**src/hdl/assert_macros.svh**
```systemverilog
// Assertion helpers used by the decoder back end.
`ifndef ASSERT_MACROS_SVH
`define ASSERT_MACROS_SVH

// Property checked at every clock edge while out of reset.
`define ASSERT_CLK(label, clk, rst_n, prop, msg) \
  label: assert property (@(posedge clk) disable iff (!rst_n) (prop)) else $error(msg);

// Condition that must hold in the cycle after the trigger.
`define ASSERT_NEXT(label, clk, rst_n, trig, cons, msg) \
  label: assert property (@(posedge clk) disable iff (!rst_n) (trig) |=> (cons)) else $error(msg);

`endif

```
**src/hdl/ired_pkg.sv**
```systemverilog
// ----------------------------------------------------------------------------
// ired_pkg
// Types and constants shared by the infrared edge timing frame decoder.
// ----------------------------------------------------------------------------
package ired_pkg;

  // Input request: line edge or clear command.
  typedef struct packed {
    logic        cmd;
    logic [31:0] edge_time_us;
  } in_item_t;

  // Result of one request.
  typedef struct packed {
    logic        byte_valid;
    logic [7:0]  byte_value;
    logic [12:0] byte_index;
    logic [1:0]  frame_status;
    logic        decoder_reset;
    logic [1:0]  phase;
  } out_item_t;

  // Configuration register contents.
  typedef struct packed {
    logic [15:0] header_min_us;
    logic [15:0] header_max_us;
    logic [15:0] gap_min_us;
    logic [14:0] bit_unit_us;
    logic [12:0] max_payload;
  } cfg_t;

  // Gap classification handed from the front end to the back end.
  typedef struct packed {
    logic force_reset;  // clear command, or zero or backward previous time
    logic gap_short;    // below gap_min_us
    logic hdr_long;     // above header_max_us
    logic hdr_short;    // below header_min_us
    logic bit_one;      // above twice the bit unit
  } gap_class_t;

  // Register indexes (byte address bits [4:2]).
  localparam logic [2:0] REG_HEADER_MIN = 3'd0;
  localparam logic [2:0] REG_HEADER_MAX = 3'd1;
  localparam logic [2:0] REG_GAP_MIN    = 3'd2;
  localparam logic [2:0] REG_BIT_UNIT   = 3'd3;
  localparam logic [2:0] REG_MAX_PAY    = 3'd4;

  // Frame status codes.
  localparam logic [1:0] FS_WAITING   = 2'd0;
  localparam logic [1:0] FS_RECEIVING = 2'd1;
  localparam logic [1:0] FS_COMPLETE  = 2'd2;
  localparam logic [1:0] FS_BAD_SIZE  = 2'd3;

  // Reported phase codes.
  localparam logic [1:0] PH_HDR_MARK   = 2'd0;
  localparam logic [1:0] PH_HDR_SPACE  = 2'd1;
  localparam logic [1:0] PH_DATA_MARK  = 2'd2;
  localparam logic [1:0] PH_DATA_SPACE = 2'd3;

  // Largest byte position the 13-bit count can reach.
  localparam int MAX_CAPACITY = 8191;

endpackage

```
**src/hdl/ired_front.sv**
```systemverilog
// ----------------------------------------------------------------------------
// ired_front
// Accepts requests, tracks the previous edge time and classifies each gap.
// ----------------------------------------------------------------------------
module ired_front (
  input  logic                 clk,
  input  logic                 rst_n,
  input  logic                 in_valid,
  output logic                 in_stall,
  input  ired_pkg::in_item_t   in_data,
  input  ired_pkg::cfg_t       cfg,
  input  logic                 q_full,
  output logic                 q_push,
  output ired_pkg::gap_class_t q_data
);

  logic [31:0] last_edge_r;
  logic [31:0] last_edge_nxt;
  logic [32:0] sub;
  logic [31:0] diff;
  logic        backward;

  assign in_stall = q_full;
  assign q_push   = in_valid && !q_full;

  assign sub      = {1'b0, in_data.edge_time_us} - {1'b0, last_edge_r};
  assign diff     = sub[31:0];
  // A zero previous time means no edge seen yet.
  assign backward = sub[32] || (last_edge_r == 32'd0);

  always_comb begin
    q_data.force_reset = in_data.cmd || backward;
    q_data.gap_short   = diff < {16'd0, cfg.gap_min_us};
    q_data.hdr_long    = diff > {16'd0, cfg.header_max_us};
    q_data.hdr_short   = diff < {16'd0, cfg.header_min_us};
    q_data.bit_one     = diff > {16'd0, cfg.bit_unit_us, 1'b0};
  end

  always_comb begin
    last_edge_nxt = last_edge_r;
    if (q_push && !in_data.cmd) begin
      last_edge_nxt = in_data.edge_time_us;
    end
  end

  always_ff @(posedge clk) begin
    if (!rst_n) begin
      last_edge_r <= 32'd0;
    end else begin
      last_edge_r <= last_edge_nxt;
    end
  end

endmodule

```
**src/hdl/ired_queue.sv**
```systemverilog
// ----------------------------------------------------------------------------
// ired_queue
// Two-entry queue of classified gaps between the front and back ends.
// ----------------------------------------------------------------------------
module ired_queue (
  input  logic                 clk,
  input  logic                 rst_n,
  input  logic                 push,
  input  ired_pkg::gap_class_t push_data,
  output logic                 full,
  input  logic                 pop,
  output logic                 not_empty,
  output ired_pkg::gap_class_t pop_data
);

  ired_pkg::gap_class_t entry_r [2];
  logic       wr_ptr_r;
  logic       rd_ptr_r;
  logic [1:0] cnt_r;
  logic       wr_ptr_nxt;
  logic       rd_ptr_nxt;
  logic [1:0] cnt_nxt;

  assign full      = (cnt_r == 2'd2);
  assign not_empty = (cnt_r != 2'd0);
  assign pop_data  = entry_r[rd_ptr_r];

  always_comb begin
    wr_ptr_nxt = wr_ptr_r ^ push;
    rd_ptr_nxt = rd_ptr_r ^ pop;
    cnt_nxt    = cnt_r + {1'b0, push} - {1'b0, pop};
  end

  always_ff @(posedge clk) begin
    if (push) begin
      entry_r[wr_ptr_r] <= push_data;
    end
  end

  always_ff @(posedge clk) begin
    if (!rst_n) begin
      wr_ptr_r <= 1'b0;
      rd_ptr_r <= 1'b0;
      cnt_r    <= 2'd0;
    end else begin
      wr_ptr_r <= wr_ptr_nxt;
      rd_ptr_r <= rd_ptr_nxt;
      cnt_r    <= cnt_nxt;
    end
  end

endmodule

```
**src/hdl/ired_back.sv**
```systemverilog
// ----------------------------------------------------------------------------
// ired_back
// Phase machine, bit packing, frame bookkeeping and the result register.
// ----------------------------------------------------------------------------
`include "assert_macros.svh"

module ired_back #(
  parameter int BUF_BYTES = 1024
) (
  input  logic                 clk,
  input  logic                 rst_n,
  input  logic                 q_valid,
  input  ired_pkg::gap_class_t q_data,
  output logic                 q_pop,
  input  ired_pkg::cfg_t       cfg,
  output logic                 out_valid,
  input  logic                 out_stall,
  output ired_pkg::out_item_t  out_data
);

  localparam logic [12:0] CAP_BYTES =
    13'((BUF_BYTES > ired_pkg::MAX_CAPACITY) ? ired_pkg::MAX_CAPACITY : BUF_BYTES);

  typedef enum logic [3:0] {
    ST_HDR_MARK   = 4'b0001,
    ST_HDR_SPACE  = 4'b0010,
    ST_DATA_MARK  = 4'b0100,
    ST_DATA_SPACE = 4'b1000
  } phase_t;

  phase_t      phase_r, phase_nxt;
  logic [6:0]  bit_shift_r, bit_shift_nxt;
  logic [2:0]  bit_count_r, bit_count_nxt;
  logic [12:0] bytes_r, bytes_nxt;
  logic [7:0]  blocks_r, blocks_nxt;
  logic [7:0]  rem_r, rem_nxt;
  logic        out_valid_r, out_valid_nxt;
  ired_pkg::out_item_t out_data_r, res;

  logic        in_header;
  logic        dec_rst;
  logic [7:0]  new_byte;
  logic signed [15:0] total;

  assign q_pop     = q_valid && (!out_valid_r || !out_stall);
  assign out_valid = out_valid_r;
  assign out_data  = out_data_r;

  assign in_header = (phase_r == ST_HDR_MARK) || (phase_r == ST_HDR_SPACE);
  assign new_byte  = {bit_shift_r, q_data.bit_one};

  always_comb begin
    phase_nxt     = phase_r;
    bit_shift_nxt = bit_shift_r;
    bit_count_nxt = bit_count_r;
    bytes_nxt     = bytes_r;
    blocks_nxt    = blocks_r;
    rem_nxt       = rem_r;
    dec_rst       = 1'b0;
    res.byte_valid = 1'b0;
    res.byte_value = 8'd0;
    res.byte_index = 13'd0;

    if (q_data.force_reset || q_data.gap_short ||
        (in_header && (q_data.hdr_long || q_data.hdr_short))) begin
      dec_rst = 1'b1;
    end else begin
      case (phase_r)
        ST_HDR_MARK:  phase_nxt = ST_HDR_SPACE;
        ST_HDR_SPACE: phase_nxt = ST_DATA_MARK;
        ST_DATA_MARK: begin
          phase_nxt = ST_DATA_SPACE;
          if (bit_count_r == 3'd7) begin
            bit_shift_nxt = 7'd0;
            bit_count_nxt = 3'd0;
            // Bytes beyond the buffer are dropped and the count holds.
            if (bytes_r < CAP_BYTES) begin
              if (bytes_r == 13'd0) begin
                blocks_nxt = new_byte;
              end
              if (bytes_r == 13'd1) begin
                rem_nxt = new_byte;
              end
              res.byte_valid = 1'b1;
              res.byte_value = new_byte;
              res.byte_index = bytes_r;
              bytes_nxt      = bytes_r + 13'd1;
            end
          end else begin
            bit_shift_nxt = {bit_shift_r[5:0], q_data.bit_one};
            bit_count_nxt = bit_count_r + 3'd1;
          end
        end
        ST_DATA_SPACE: phase_nxt = ST_DATA_MARK;
        default:       phase_nxt = ST_HDR_MARK;
      endcase
    end

    if (dec_rst) begin
      phase_nxt     = ST_HDR_MARK;
      bit_shift_nxt = 7'd0;
      bit_count_nxt = 3'd0;
      bytes_nxt     = 13'd0;
      blocks_nxt    = 8'd0;
      rem_nxt       = 8'd0;
    end
    res.decoder_reset = dec_rst;

    case (phase_nxt)
      ST_HDR_MARK:   res.phase = ired_pkg::PH_HDR_MARK;
      ST_HDR_SPACE:  res.phase = ired_pkg::PH_HDR_SPACE;
      ST_DATA_MARK:  res.phase = ired_pkg::PH_DATA_MARK;
      ST_DATA_SPACE: res.phase = ired_pkg::PH_DATA_SPACE;
      default:       res.phase = ired_pkg::PH_HDR_MARK;
    endcase

    // Frame size is (blocks - 1) * 32 + remainder, taken from the state after
    // this request.
    total = $signed({3'd0, blocks_nxt, 5'd0}) - 16'sd32 + $signed({8'd0, rem_nxt});
    if (bytes_nxt <= 13'd2) begin
      res.frame_status = ired_pkg::FS_WAITING;
    end else if ((total <= 16'sd0) || (total > $signed({3'd0, cfg.max_payload}))) begin
      res.frame_status = ired_pkg::FS_BAD_SIZE;
    end else if ($signed({3'd0, bytes_nxt}) >= (total + 16'sd2)) begin
      res.frame_status = ired_pkg::FS_COMPLETE;
    end else begin
      res.frame_status = ired_pkg::FS_RECEIVING;
    end
  end

  always_comb begin
    out_valid_nxt = out_valid_r;
    if (q_pop) begin
      out_valid_nxt = 1'b1;
    end else if (!out_stall) begin
      out_valid_nxt = 1'b0;
    end
  end

  always_ff @(posedge clk) begin
    if (q_pop) begin
      out_data_r <= res;
    end
  end

  always_ff @(posedge clk) begin
    if (!rst_n) begin
      phase_r     <= ST_HDR_MARK;
      bit_shift_r <= 7'd0;
      bit_count_r <= 3'd0;
      bytes_r     <= 13'd0;
      blocks_r    <= 8'd0;
      rem_r       <= 8'd0;
      out_valid_r <= 1'b0;
    end else begin
      if (q_pop) begin
        phase_r     <= phase_nxt;
        bit_shift_r <= bit_shift_nxt;
        bit_count_r <= bit_count_nxt;
        bytes_r     <= bytes_nxt;
        blocks_r    <= blocks_nxt;
        rem_r       <= rem_nxt;
      end
      out_valid_r <= out_valid_nxt;
    end
  end

  `ASSERT_CLK(a_index_in_buf, clk, rst_n,
    !(out_valid_r && out_data_r.byte_valid) || (out_data_r.byte_index < CAP_BYTES),
    "byte index beyond buffer capacity")
  `ASSERT_CLK(a_count_capped, clk, rst_n, bytes_r <= CAP_BYTES,
    "byte count above capacity")
  `ASSERT_CLK(a_reset_result, clk, rst_n,
    !(out_valid_r && out_data_r.decoder_reset) ||
    (!out_data_r.byte_valid && (out_data_r.phase == ired_pkg::PH_HDR_MARK)),
    "decoder reset result carries a byte or a data phase")
  `ASSERT_NEXT(a_forced_clear, clk, rst_n, q_pop && q_data.force_reset,
    (bytes_r == 13'd0) && (phase_r == ST_HDR_MARK) && (bit_count_r == 3'd0),
    "clear or time reset left decoder state behind")

endmodule

```
**src/hdl/ir_edge_timing_frame_decoder.sv**
```systemverilog
// ----------------------------------------------------------------------------
// ir_edge_timing_frame_decoder
// Infrared pulse-width decoder: turns edge timestamps into frame bytes.
// ----------------------------------------------------------------------------
//  Channel   Direction  Handshake              Payload
//  in_       input      in_valid / in_stall    ired_pkg::in_item_t
//  out_      output     out_valid / out_stall  ired_pkg::out_item_t
//  cfg_      input      APB-style, pready = 1  five registers at 4*i
//
//  One request is accepted per cycle while in_stall is low. Its gap is classified
//  and written into the queue, then the phase machine takes it and writes the
//  result register. A two-entry queue separates the two ends, so in_stall rises
//  only when it is full. Reset is synchronous and active low, and restores the
//  register defaults and the decoder state; there is no clearing pass.
// ----------------------------------------------------------------------------
module ir_edge_timing_frame_decoder #(
  parameter int BUF_BYTES = 1024
) (
  input  logic                clk,
  input  logic                rst_n,
  input  logic                in_valid,
  output logic                in_stall,
  input  ired_pkg::in_item_t  in_data,
  output logic                out_valid,
  input  logic                out_stall,
  output ired_pkg::out_item_t out_data,
  input  logic                cfg_psel,
  input  logic                cfg_penable,
  input  logic                cfg_pwrite,
  input  logic [4:0]          cfg_paddr,
  input  logic [31:0]         cfg_pwdata,
  output logic [31:0]         cfg_prdata,
  output logic                cfg_pready
);

  ired_pkg::cfg_t       cfg_r, cfg_nxt;
  ired_pkg::gap_class_t push_data, pop_data;
  logic                 q_push, q_full, q_pop, q_valid;
  logic                 wr_en;

  assign cfg_pready = 1'b1;
  assign wr_en      = cfg_psel && cfg_penable && cfg_pwrite && cfg_pready;

  always_comb begin
    cfg_nxt = cfg_r;
    if (wr_en) begin
      case (cfg_paddr[4:2])
        ired_pkg::REG_HEADER_MIN: cfg_nxt.header_min_us = cfg_pwdata[15:0];
        ired_pkg::REG_HEADER_MAX: cfg_nxt.header_max_us = cfg_pwdata[15:0];
        ired_pkg::REG_GAP_MIN:    cfg_nxt.gap_min_us    = cfg_pwdata[15:0];
        ired_pkg::REG_BIT_UNIT:   cfg_nxt.bit_unit_us   = cfg_pwdata[14:0];
        ired_pkg::REG_MAX_PAY:    cfg_nxt.max_payload   = cfg_pwdata[12:0];
        default:                  cfg_nxt = cfg_r;
      endcase
    end
  end

  always_comb begin
    case (cfg_paddr[4:2])
      ired_pkg::REG_HEADER_MIN: cfg_prdata = {16'd0, cfg_r.header_min_us};
      ired_pkg::REG_HEADER_MAX: cfg_prdata = {16'd0, cfg_r.header_max_us};
      ired_pkg::REG_GAP_MIN:    cfg_prdata = {16'd0, cfg_r.gap_min_us};
      ired_pkg::REG_BIT_UNIT:   cfg_prdata = {17'd0, cfg_r.bit_unit_us};
      ired_pkg::REG_MAX_PAY:    cfg_prdata = {19'd0, cfg_r.max_payload};
      default:                  cfg_prdata = 32'd0;
    endcase
  end

  always_ff @(posedge clk) begin
    if (!rst_n) begin
      cfg_r.header_min_us <= 16'd4000;
      cfg_r.header_max_us <= 16'd12000;
      cfg_r.gap_min_us    <= 16'd300;
      cfg_r.bit_unit_us   <= 15'd564;
      cfg_r.max_payload   <= 13'd1024;
    end else begin
      cfg_r <= cfg_nxt;
    end
  end

  ired_front u_front (
    .clk      (clk),
    .rst_n    (rst_n),
    .in_valid (in_valid),
    .in_stall (in_stall),
    .in_data  (in_data),
    .cfg      (cfg_r),
    .q_full   (q_full),
    .q_push   (q_push),
    .q_data   (push_data)
  );

  ired_queue u_queue (
    .clk       (clk),
    .rst_n     (rst_n),
    .push      (q_push),
    .push_data (push_data),
    .full      (q_full),
    .pop       (q_pop),
    .not_empty (q_valid),
    .pop_data  (pop_data)
  );

  ired_back #(
    .BUF_BYTES (BUF_BYTES)
  ) u_back (
    .clk       (clk),
    .rst_n     (rst_n),
    .q_valid   (q_valid),
    .q_data    (pop_data),
    .q_pop     (q_pop),
    .cfg       (cfg_r),
    .out_valid (out_valid),
    .out_stall (out_stall),
    .out_data  (out_data)
  );

endmodule

```
**config.mk**
```make
export PLATFORM = sky130hd
export DESIGN_NAME = ir_edge_timing_frame_decoder
export DESIGN_NICKNAME = d
export VERILOG_FILES = /design/src/hdl/ired_pkg.sv /design/src/hdl/ired_front.sv /design/src/hdl/ired_queue.sv /design/src/hdl/ired_back.sv /design/src/hdl/ir_edge_timing_frame_decoder.sv
export VERILOG_INCLUDE_DIRS = /design/src /design/src/hdl
export SDC_FILE = /design/constraint.sdc
export NUM_CORES = 1
export LEC_CHECK = 0
export BUFFER_PORTS_ARGS = -buffer_cell sky130_fd_sc_hd__buf_2
export CAP_MARGIN = 10
export CORE_MARGIN = 2
export CORE_UTILIZATION = 35
export DETAILED_ROUTE_END_ITERATION = 8
export PLACE_DENSITY = 0.51
export SYNTH_ARGS = -nofsm -noshare
export SYNTH_HDL_FRONTEND = slang
export SYNTH_SLANG_ARGS = --single-unit
```
**constraint.sdc**
```tcl
create_clock -name clk -period 17.5 [get_ports clk]
set_clock_uncertainty 0.2 [all_clocks]
set_input_delay 3.5 -clock clk [delete_from_list [all_inputs] [get_ports clk]]
set_output_delay 3.5 -clock clk [all_outputs]
set_load 0.01 [all_outputs]
```
==> impl_metrics.ini, run 1 <==
[outcome]
status = complete, no violations

[cts]
cts_resized = 0
worstSkewPairLatency_ns = 0.47
cts_hold_repair.buffers = 0
cts_setup_buffers = 0
max-clock-path-buffers = 2
htreeDepth = 4
cts_tree = built
cts_buffers = 17
clock_sinks = 194
clk_pin_slew_ns = 0.07
clock_tree.root_cell = clkbuf_16

[worst_setup_path]
r2r_slack_ns = 10.30
crit_type = in -> out
arrival_ns = 6.30
cp.required_ns = 13.80
crit_path_end_kind = primary output
worstSetupStartpointType = primary input
reg2regPathDepth = 26
slowest_delay_ns = 1.02
cp_common_cell = buf_2
crit_chain = buf_2, inv_1, nor2_1, a21oi_1, o22ai_1, buf_2
slowest_stage = nor2_1
path_max_fanout = 35

[final_layout]
final_util_pct = 39.0
syn2layout_area_growth_pct = 10.4
drive_gt1_share_pct = 10.2
nFillCells = 4109
fin_area_um2 = 15000
mostFrequentLayoutCells = nand2_1, dfxtp_1, inv_1, ha_1, buf_2
final_common_cell = nand2_1
fin_nets = 1938

[power]
p_per_area_nw_per_um2 = 84.5
peakVddDrop_mv = 0.0689
p_leak_nw = 5.84
finalPower_mw = 1.27

[grt]
grt_pass1_vias = 11300
grt_max_degree = 106
grt.overflow.total = 0
track_usage_pct = 19.2
grt_pass1_wl_um = 61500
grt_antenna_before_repair = 2

[routing]
routed_wl_um = 38300
drc = 0
wl_per_cell_um = 17.0
drt-vias-per-instance = 5.19
drt_iter0_drc = 522
dr.pass1.iters = 5
ant_nets = 0
dr_total_vias = 11700

[synth]
yosys.area.top_type = dfxtp_1
yosys_warnings = 0
synth.cell_area_um2 = 13600
synth.area.top_cells = dfxtp_1, ha_1, edfxtp_1, nand2_1, a21boi_0
yosysSeqAreaShare_pct = 31.3
synth_cell_types = 81
ys_ff_latch = 194
ys_async_sr_fraction_pct = 0
avgSynthCellArea_um2 = 8.11
syn_inst = 1677
synth-edff-count = 37
ys.flop_type = dfxtp_1
netlist.area_leader.share_pct = 23.1

[place]
place_ws_ns = 7.55
hpwl_um = 28400
placed_area_um2 = 14500
globalplace.congestion = 0.868
numPortBuffers = 103

[floorplan]
io_pins = 139
initial_core_util_pct = 35.3
fp-row-count = 72
die_x_um = 201
fp.dieArea_um2 = 40500
core_area_um2 = 38600
die_h_um = 201

[sta]
tns_ns = 0
tightest_slew_ns = 1.23
max_freq_mhz = 100
relSlewSlack_pct = 17.8
hold_viol_final = 0
setup_viol = 0
setup_ws_ns = 7.50
min_period_ns = 10.0
fin_crit_sh_pct = 57.1
drv_slew = 0
rsz0062_at_grt = no

[worst_hold_path]
min_path_type = reg -> reg
hold_depth = 2

[flow_run]
max_cap_viol_count = 0
through the flow:
step	std cells	hold WS, ns
floorplan	1695	0.243
global placement	2225	0.253
detailed placement	2225	0.261
CTS	2257	0.271
global route	2258	0.285
finish	2258	0.272
metal layers:
metal  track usage [%]  wire (um)  vias to the layer above
met5                 0         12                        -
met4              6.67        909                        2
met1              24.4      17900                     5545
met3              3.11       1240                       47
li1                  -          -                     5912
met2              32.8      18300                      216
power by group:
group	switching, mW	internal, mW	leakage, nW	total, mW
Clock	0.192	0.192	0.253	0.383
Combinational	0.231	0.135	3.98	0.366
Sequential	0.0162	0.504	1.61	0.520
Total	0.439	0.831	5.84	1.27
cell type report:
| type | instances | area (um^2) | area share (%) |
|---|---|---|---|
| antenna | 1 | 2.50 | 0.0167 |
| timing repair buffer | 112 | 586 | 3.90 |
| tap | 518 | 648 | 4.31 |
| clock inverter | 12 | 97.6 | 0.649 |
| sequential | 194 | 4250 | 28.3 |
| multi-input combinational | 1261 | 8460 | 56.3 |
| inverter | 140 | 526 | 3.50 |
| clock buffer | 20 | 457 | 3.04 |
final timing paths:
| path | start | end |
|---|---|---|
| setup / recovery | cfg_paddr[3] | cfg_prdata[0] |
| hold / removal | u_back.rem_r[2] | u_back.rem_r[2] |
| setup reg to reg | u_back.bit_count_r[0] | u_back.out_data[3] |
| hold reg to reg | u_back.rem_r[2] | u_back.rem_r[2] |
synth_stat cells (9+ instances only):
master    instances
nor2b_1          43
a21oi_1          90
clkbuf_1         67
o22ai_1          16
o21a_1           16
inv_1           137
buf_4            18
dfxtp_1         157
ha_1            133
o21ai_0          41
a21o_1           30
xor2_1           15
nand4_1          23
nor3_1           33
nand2_1         272
a21boi_0        101
nand2b_1         17
nor4_1           26
and3_1           24
edfxtp_1         37
nand3_1          22
a22oi_1          12
and2_1            9
xnor2_1          38
nor2_1           89
mux2i_1          52
o211ai_1         22
flip-flops by register name, indices dropped and copies added, names as in the netlist, named ones only:
name,count
cfg_r,76
u_front.last_edge_r,32
u_back.out_data,27
u_back.bytes_r,13
u_queue.entry_r,10
u_back.blocks_r,8
u_back.rem_r,8
u_back.bit_shift_r,7
u_back.phase_r,4
u_back.bit_count_r,3
u_queue.cnt_r,2
u_back.out_valid,1
u_queue.rd_ptr_r,1
u_queue.wr_ptr_r,1
kinds of logic after synthesis:
group / after synthesis / synth area share [%]
AND/OR/NAND/NOR: 594 / 20.8
AO/OA/AOI/OAI: 402 / 20.1
buffers and inverters: 240 / 7.23
flip-flops: 194 / 31.3
adder cells (fa/ha/maj): 135 / 12.5
XOR/XNOR: 55 / 3.73
multiplexers: 55 / 4.24
other: 2 / 0.0552
worst max-delay path: cells and delay by family:
family	cells	cell delay [ns]
buf+inv	3	1.22
compound gates	2	0.54
simple gates	1	1.02
(Power assumes the default switching activity.)
==> run 2, diff against run 1 <==
Settings changed: PLACE_DENSITY 0.51 to 0.53.
Clock period 17.5 ns to 8.6 ns, I/O delays scaled along.
==> run 2 against run 1 <==
Critical path depth up 20. Die area unchanged. Worst setup slack worse by 5.8 ns. First-iteration DRC count up 57%. Power up 100%. Global-route usage up 0.051 points. Final area about the same. Clock power up 100%. Register-to-register slack worse by 8.6 ns. Clock-buffer cell count down 2. Non-clock buffer count unchanged. Sequential power up 100%. Largest cell class unchanged. Highest routed layer is now met4.
==> impl_metrics.ini, run 2 (same netlist as run 1, synthesis figures left out) <==
[worst_setup_path]
slowest_delay_ns = 0.53
cp_common_cell = ha_1
r2r_start = u_back.bit_count_r[0]
cp.required_ns = 8.59
crit_path_end_kind = flop
r2r_slack_ns = 1.74
reg2reg_to = u_back.out_data[3]
crit_type = reg -> reg
arrival_ns = 6.85
path_max_fanout = 12
slowest_stage = nand4_1
reg2regPathDepth = 26
worstSetupStartpointType = flop

[floorplan]
core_area_um2 = 38600
die_x_um = 201
io_pins = 139
initial_core_util_pct = 35.3
fp.dieArea_um2 = 40500
fp-row-count = 72
die_h_um = 201

[flow_run]
max_cap_viol_count = 0

[sta]
relSlewSlack_pct = 20.7
fin_crit_sh_pct = 79.8
min_period_ns = 6.86
tns_ns = 0
rsz0062_at_grt = no
setup_viol = 0
drv_slew = 0
tightest_slew_ns = 1.18
max_freq_mhz = 146
hold_viol_final = 0

[cts]
clock_tree.root_cell = clkbuf_16
cts_setup_buffers = 0
clock_sinks = 194
htreeDepth = 4
cts_tree = built
cts_buffers = 17
worstSkewPairLatency_ns = 0.46
cts_hold_repair.buffers = 0
max-clock-path-buffers = 2
clk_pin_slew_ns = 0.08
cts_resized = 0

[routing]
dr_total_vias = 11700
drc = 0
routed_wl_um = 38700
ant_nets = 0
drt-vias-per-instance = 5.20
drt_iter0_drc = 821
dr.pass1.iters = 7
wl_per_cell_um = 17.2

[final_layout]
regMostFlops = cfg_r
antenna_cells = 0
final_common_cell = nand2_1
syn2layout_area_growth_pct = 10.3
mostFrequentLayoutCells = nand2_1, dfxtp_1, inv_1, ha_1, buf_2
nFillCells = 4075
largest_register_ffs = 76
drive_gt1_share_pct = 10.2
fin_nets = 1938

[power]
finalPower_mw = 2.59
p_leak_nw = 5.86
p_per_area_nw_per_um2 = 173
peakVddDrop_mv = 0.154

[grt]
grt.overflow.total = 0
grt_max_degree = 108
track_usage_pct = 19.2
grt_antenna_before_repair = 0
grt_pass1_vias = 11400
grt_pass1_wl_um = 62100

[worst_hold_path]
hold_depth = 2
min-delay-start = u_back.rem_r[6]
min_to = u_back.rem_r[6]
min_path_type = reg -> reg

[outcome]
status = complete, no violations

[place]
globalplace.congestion = 0.915
numPortBuffers = 103
hpwl_um = 28500
[run 2: changes by cell type in the layout (fill, tap and decap cells not counted), sizes merged]
cell      before  now
diode          1    0
clkbuf        20   18
inv          145  148
clkinvlp       6    0
clkinv         1    5
[run 2: final cells by class]
| class | count | area, um^2 | share of cell area, % |
|---|---|---|---|
| sequential | 194 | 4250 | 28.3 |
| multi-input combinational | 1261 | 8460 | 56.3 |
| inverter | 140 | 526 | 3.50 |
| clock inverter | 13 | 116 | 0.775 |
| tap | 518 | 648 | 4.32 |
| timing repair buffer | 112 | 586 | 3.90 |
| clock buffer | 18 | 429 | 2.86 |
[run 2: power breakdown]
| group | internal [mW] | leakage [nW] | switching (mW) | total [mW] |
|---|---|---|---|---|
| sequential | 1.03 | 1.61 | 0.0338 | 1.06 |
| clock | 0.380 | 0.270 | 0.400 | 0.781 |
| combinational | 0.275 | 3.98 | 0.475 | 0.750 |
| total | 1.68 | 5.86 | 0.909 | 2.59 |
[run 2: through the flow]
stage	hold slack (ns)	std cells	utilization [%]	setup WS, ns	instance area [um^2]
6_report	0.269	2256	38.9	1.74	15000
5_1_grt	0.291	2256	38.9	1.24	15000
4_1_cts	0.273	2256	38.9	1.78	15000
3_5_place_dp	0.262	2225	37.5	1.83	14500
3_3_place_gp	0.254	2225	37.5	1.91	14500
2_1_floorplan	0.243	1695	-	2.96	13700
[run 2: worst max path at each step]
stage,start,end,cells past startpoint
detailed placement,u_back.bit_count_r[0],u_back.out_data[3],26
global placement,u_back.bit_count_r[0],u_back.out_data[3],26
finish,u_back.bit_count_r[0],u_back.out_data[3],26
floorplan,u_back.bit_count_r[0],u_back.out_data[3],27
global route,u_back.bytes_r[4],u_back.out_data[3],25
CTS,u_back.bit_count_r[0],u_back.out_data[3],26
[run 2: critical path, delay by kind of cell (launching register included)]
family | cells | cell delay (ns)
buffers and inverters | 1 | 0.18
and+or+nand+nor | 7 | 2.28
AOI/OAI and AO/OA | 12 | 2.00
xor gates and xnor gates | 1 | 0.34
DFF | 1 | 0.35
adders and majority gates | 5 | 1.27
[run 2: per-layer routing]
metal / track usage [%] / wire (um) / up-vias
li1: - / - / 5919
met1: 24.8 / 17800 / 5537
met2: 33.2 / 18600 / 245
met3: 2.92 / 1440 / 40
met4: 5.44 / 796 / 0
met5: 0 / 0 / -
==> run 3, diff against run 2 <==
Settings changed: ABC_AREA from default to 1.
Clock period 8.6 ns to 6.17 ns, I/O delays scaled along.
==> run 3 against run 2 <==
Sequential cell count unchanged. Wire length down 11%. Cell count fell by 1.1%. Largest cell class unchanged. Critical path type unchanged.
==> impl_metrics.ini, run 3 <==
[routing]
wl_per_cell_um = 15.4
drc = 0
drt-vias-per-instance = 5.01
ant_nets = 0
dr.pass1.iters = 5
routed_wl_um = 34500
dr_total_vias = 11200
drt_iter0_drc = 604

[grt]
grt_pass1_vias = 10700
grt.overflow.total = 0
grt_pass1_wl_um = 55200
grt_max_degree = 65
track_usage_pct = 18.3
grt_antenna_before_repair = 1

[sta]
hold_viol_final = 0
tns_ns = 0
max_freq_mhz = 191
rsz0062_at_grt = no
setup_viol = 0
drv_slew = 0
fin_crit_sh_pct = 85.1
min_period_ns = 5.25
tightest_slew_ns = 1.01
relSlewSlack_pct = 32.7

[outcome]
status = complete, no violations

[cts]
htreeDepth = 4
clock_tree.root_cell = clkbuf_16
cts_hold_repair.buffers = 0
cts_buffers = 17
cts_resized = 0
cts_setup_buffers = 0
clk_pin_slew_ns = 0.07
worstSkewPairLatency_ns = 0.45
max-clock-path-buffers = 2
clock_sinks = 194
cts_tree = built

[synth]
synth.area.top_cells = dfxtp_1, ha_1, edfxtp_1, a21oi_1, nand2_1
yosys.area.top_type = dfxtp_1
yosys_warnings = 0
post-synth-top-count-cell = nand2_1
avgSynthCellArea_um2 = 7.54
synth-edff-count = 37
ys_ff_latch = 194
netlist.area_leader.share_pct = 25.0
syn_inst = 1668
synth_commonest_cells = nand2_1, inv_1, a21oi_1
yosysSeqAreaShare_pct = 33.8
synth_cell_types = 56
ys_async_sr_fraction_pct = 0
ys.flop_type = dfxtp_1
synth.cell_area_um2 = 12600

[floorplan]
die_x_um = 194
core_area_um2 = 35500
initial_core_util_pct = 35.4
die_h_um = 194
io_pins = 139
fp.dieArea_um2 = 37500
fp-row-count = 69

[worst_setup_path]
slowest_stage = nor2_2
arrival_ns = 5.25
cp.required_ns = 6.17
path_max_fanout = 11
crit_family = simple AND/OR/NAND/NOR gates
slowest_delay_ns = 0.42
crit_type = reg -> reg
worstSetupStartpointType = flop
cp_common_cell = ha_1
crit_path_end_kind = flop
crit_buf_inv = 4

[place]
placed_area_um2 = 13500
globalplace.congestion = 0.885
numPortBuffers = 103
hpwl_um = 26400

[power]
p_leak_nw = 6.06
p_per_area_nw_per_um2 = 328
peakVddDrop_mv = 0.288
finalPower_mw = 4.62

[final_layout]
drive_gt1_share_pct = 11.6
fin_nets = 1969
regMostFlops = cfg_r
fin_area_um2 = 14100
final_common_cell = nand2_1
mostFrequentLayoutCells = nand2_1, inv_1, a21oi_1, o21ai_0, dfxtp_1
syn2layout_area_growth_pct = 12.1
largest_register_ffs = 76

[flow_run]
max_cap_viol_count = 0

[worst_hold_path]
min_path_type = reg -> reg
run 3: changes by cell type in the layout (fill, tap and decap cells not counted), moves of 16 or more:
cell / change
xnor2_1: -24
a21boi_0: -95
o21ai_0: +116
nor2_1: +40
nor2b_1: -42
and3_1: -24
inv_1: +85
mux2i_1: -51
nand3_1: +25
nand2_1: -37
a21o_1: -21
xor2_1: +16
a21oi_1: +122
nand2b_1: -17
run 3: worst paths after layout:
path         slack, ns  cells past startpoint                   from                     to
min reg2reg       0.26                      1  u_back.bit_count_r[0]  u_back.bit_count_r[0]
max reg2reg       0.92                     26  u_back.bit_count_r[0]     u_back.out_data[4]
min               0.26                      1  u_back.bit_count_r[0]  u_back.bit_count_r[0]
max               0.92                     26  u_back.bit_count_r[0]     u_back.out_data[4]
run 3: cells by family after synthesis:
group / count (synthesis) / synth area share, %
and+or+nand+nor: 513 / 18.6
xor gates and xnor gates: 45 / 3.13
AOI/OAI and AO/OA: 473 / 21.0
DFF: 194 / 33.8
adders and majority gates: 135 / 13.6
other: 2 / 0.0597
buffers and inverters: 305 / 9.73
muxes: 1 / 0.0796
run 3: per-layer routing:
layer | share of wire (%) | wire (um) | global-route usage, % | vias up
li1 | - | - | - | 5806
met1 | 45 | 15600 | 23.1 | 5128
met2 | 49 | 17000 | 32.6 | 217
met3 | 4.0 | 1390 | 2.82 | 23
met4 | 1.3 | 450 | 4.58 | 0
met5 | 0 | 0 | 0 | -
run 3: final cells by class:
class                   instances  area (um^2)
multi-input cells            1187         7170
fillers                      3750        21400
diodes                          1         2.50
clock buffers                  19          443
well taps                     461          577
inverters                     242          908
flip-flops and latches        194         4250
repair buffers                115          608
clock inverters                12          131
run 3: report_power, final:
group	leakage, nW	internal, mW	switching (mW)
Clock	0.280	0.608	0.514
Sequential	1.63	1.49	0.0816
Combinational	4.16	0.662	1.26
Total	6.06	2.76	1.86
run 3: metrics by stage:
stage / instances / setup WS (ns) / util [%] / hold slack (ns)
CTS: 2230 / 0.934 / 39.7 / 0.265
finish: 2231 / 0.921 / 39.7 / 0.261
global placement: 2199 / 0.977 / 38.1 / 0.246
detailed placement: 2199 / 0.981 / 38.1 / 0.254
global route: 2231 / 0.427 / 39.7 / 0.279
floorplan: 1686 / 1.71 / - / 0.229
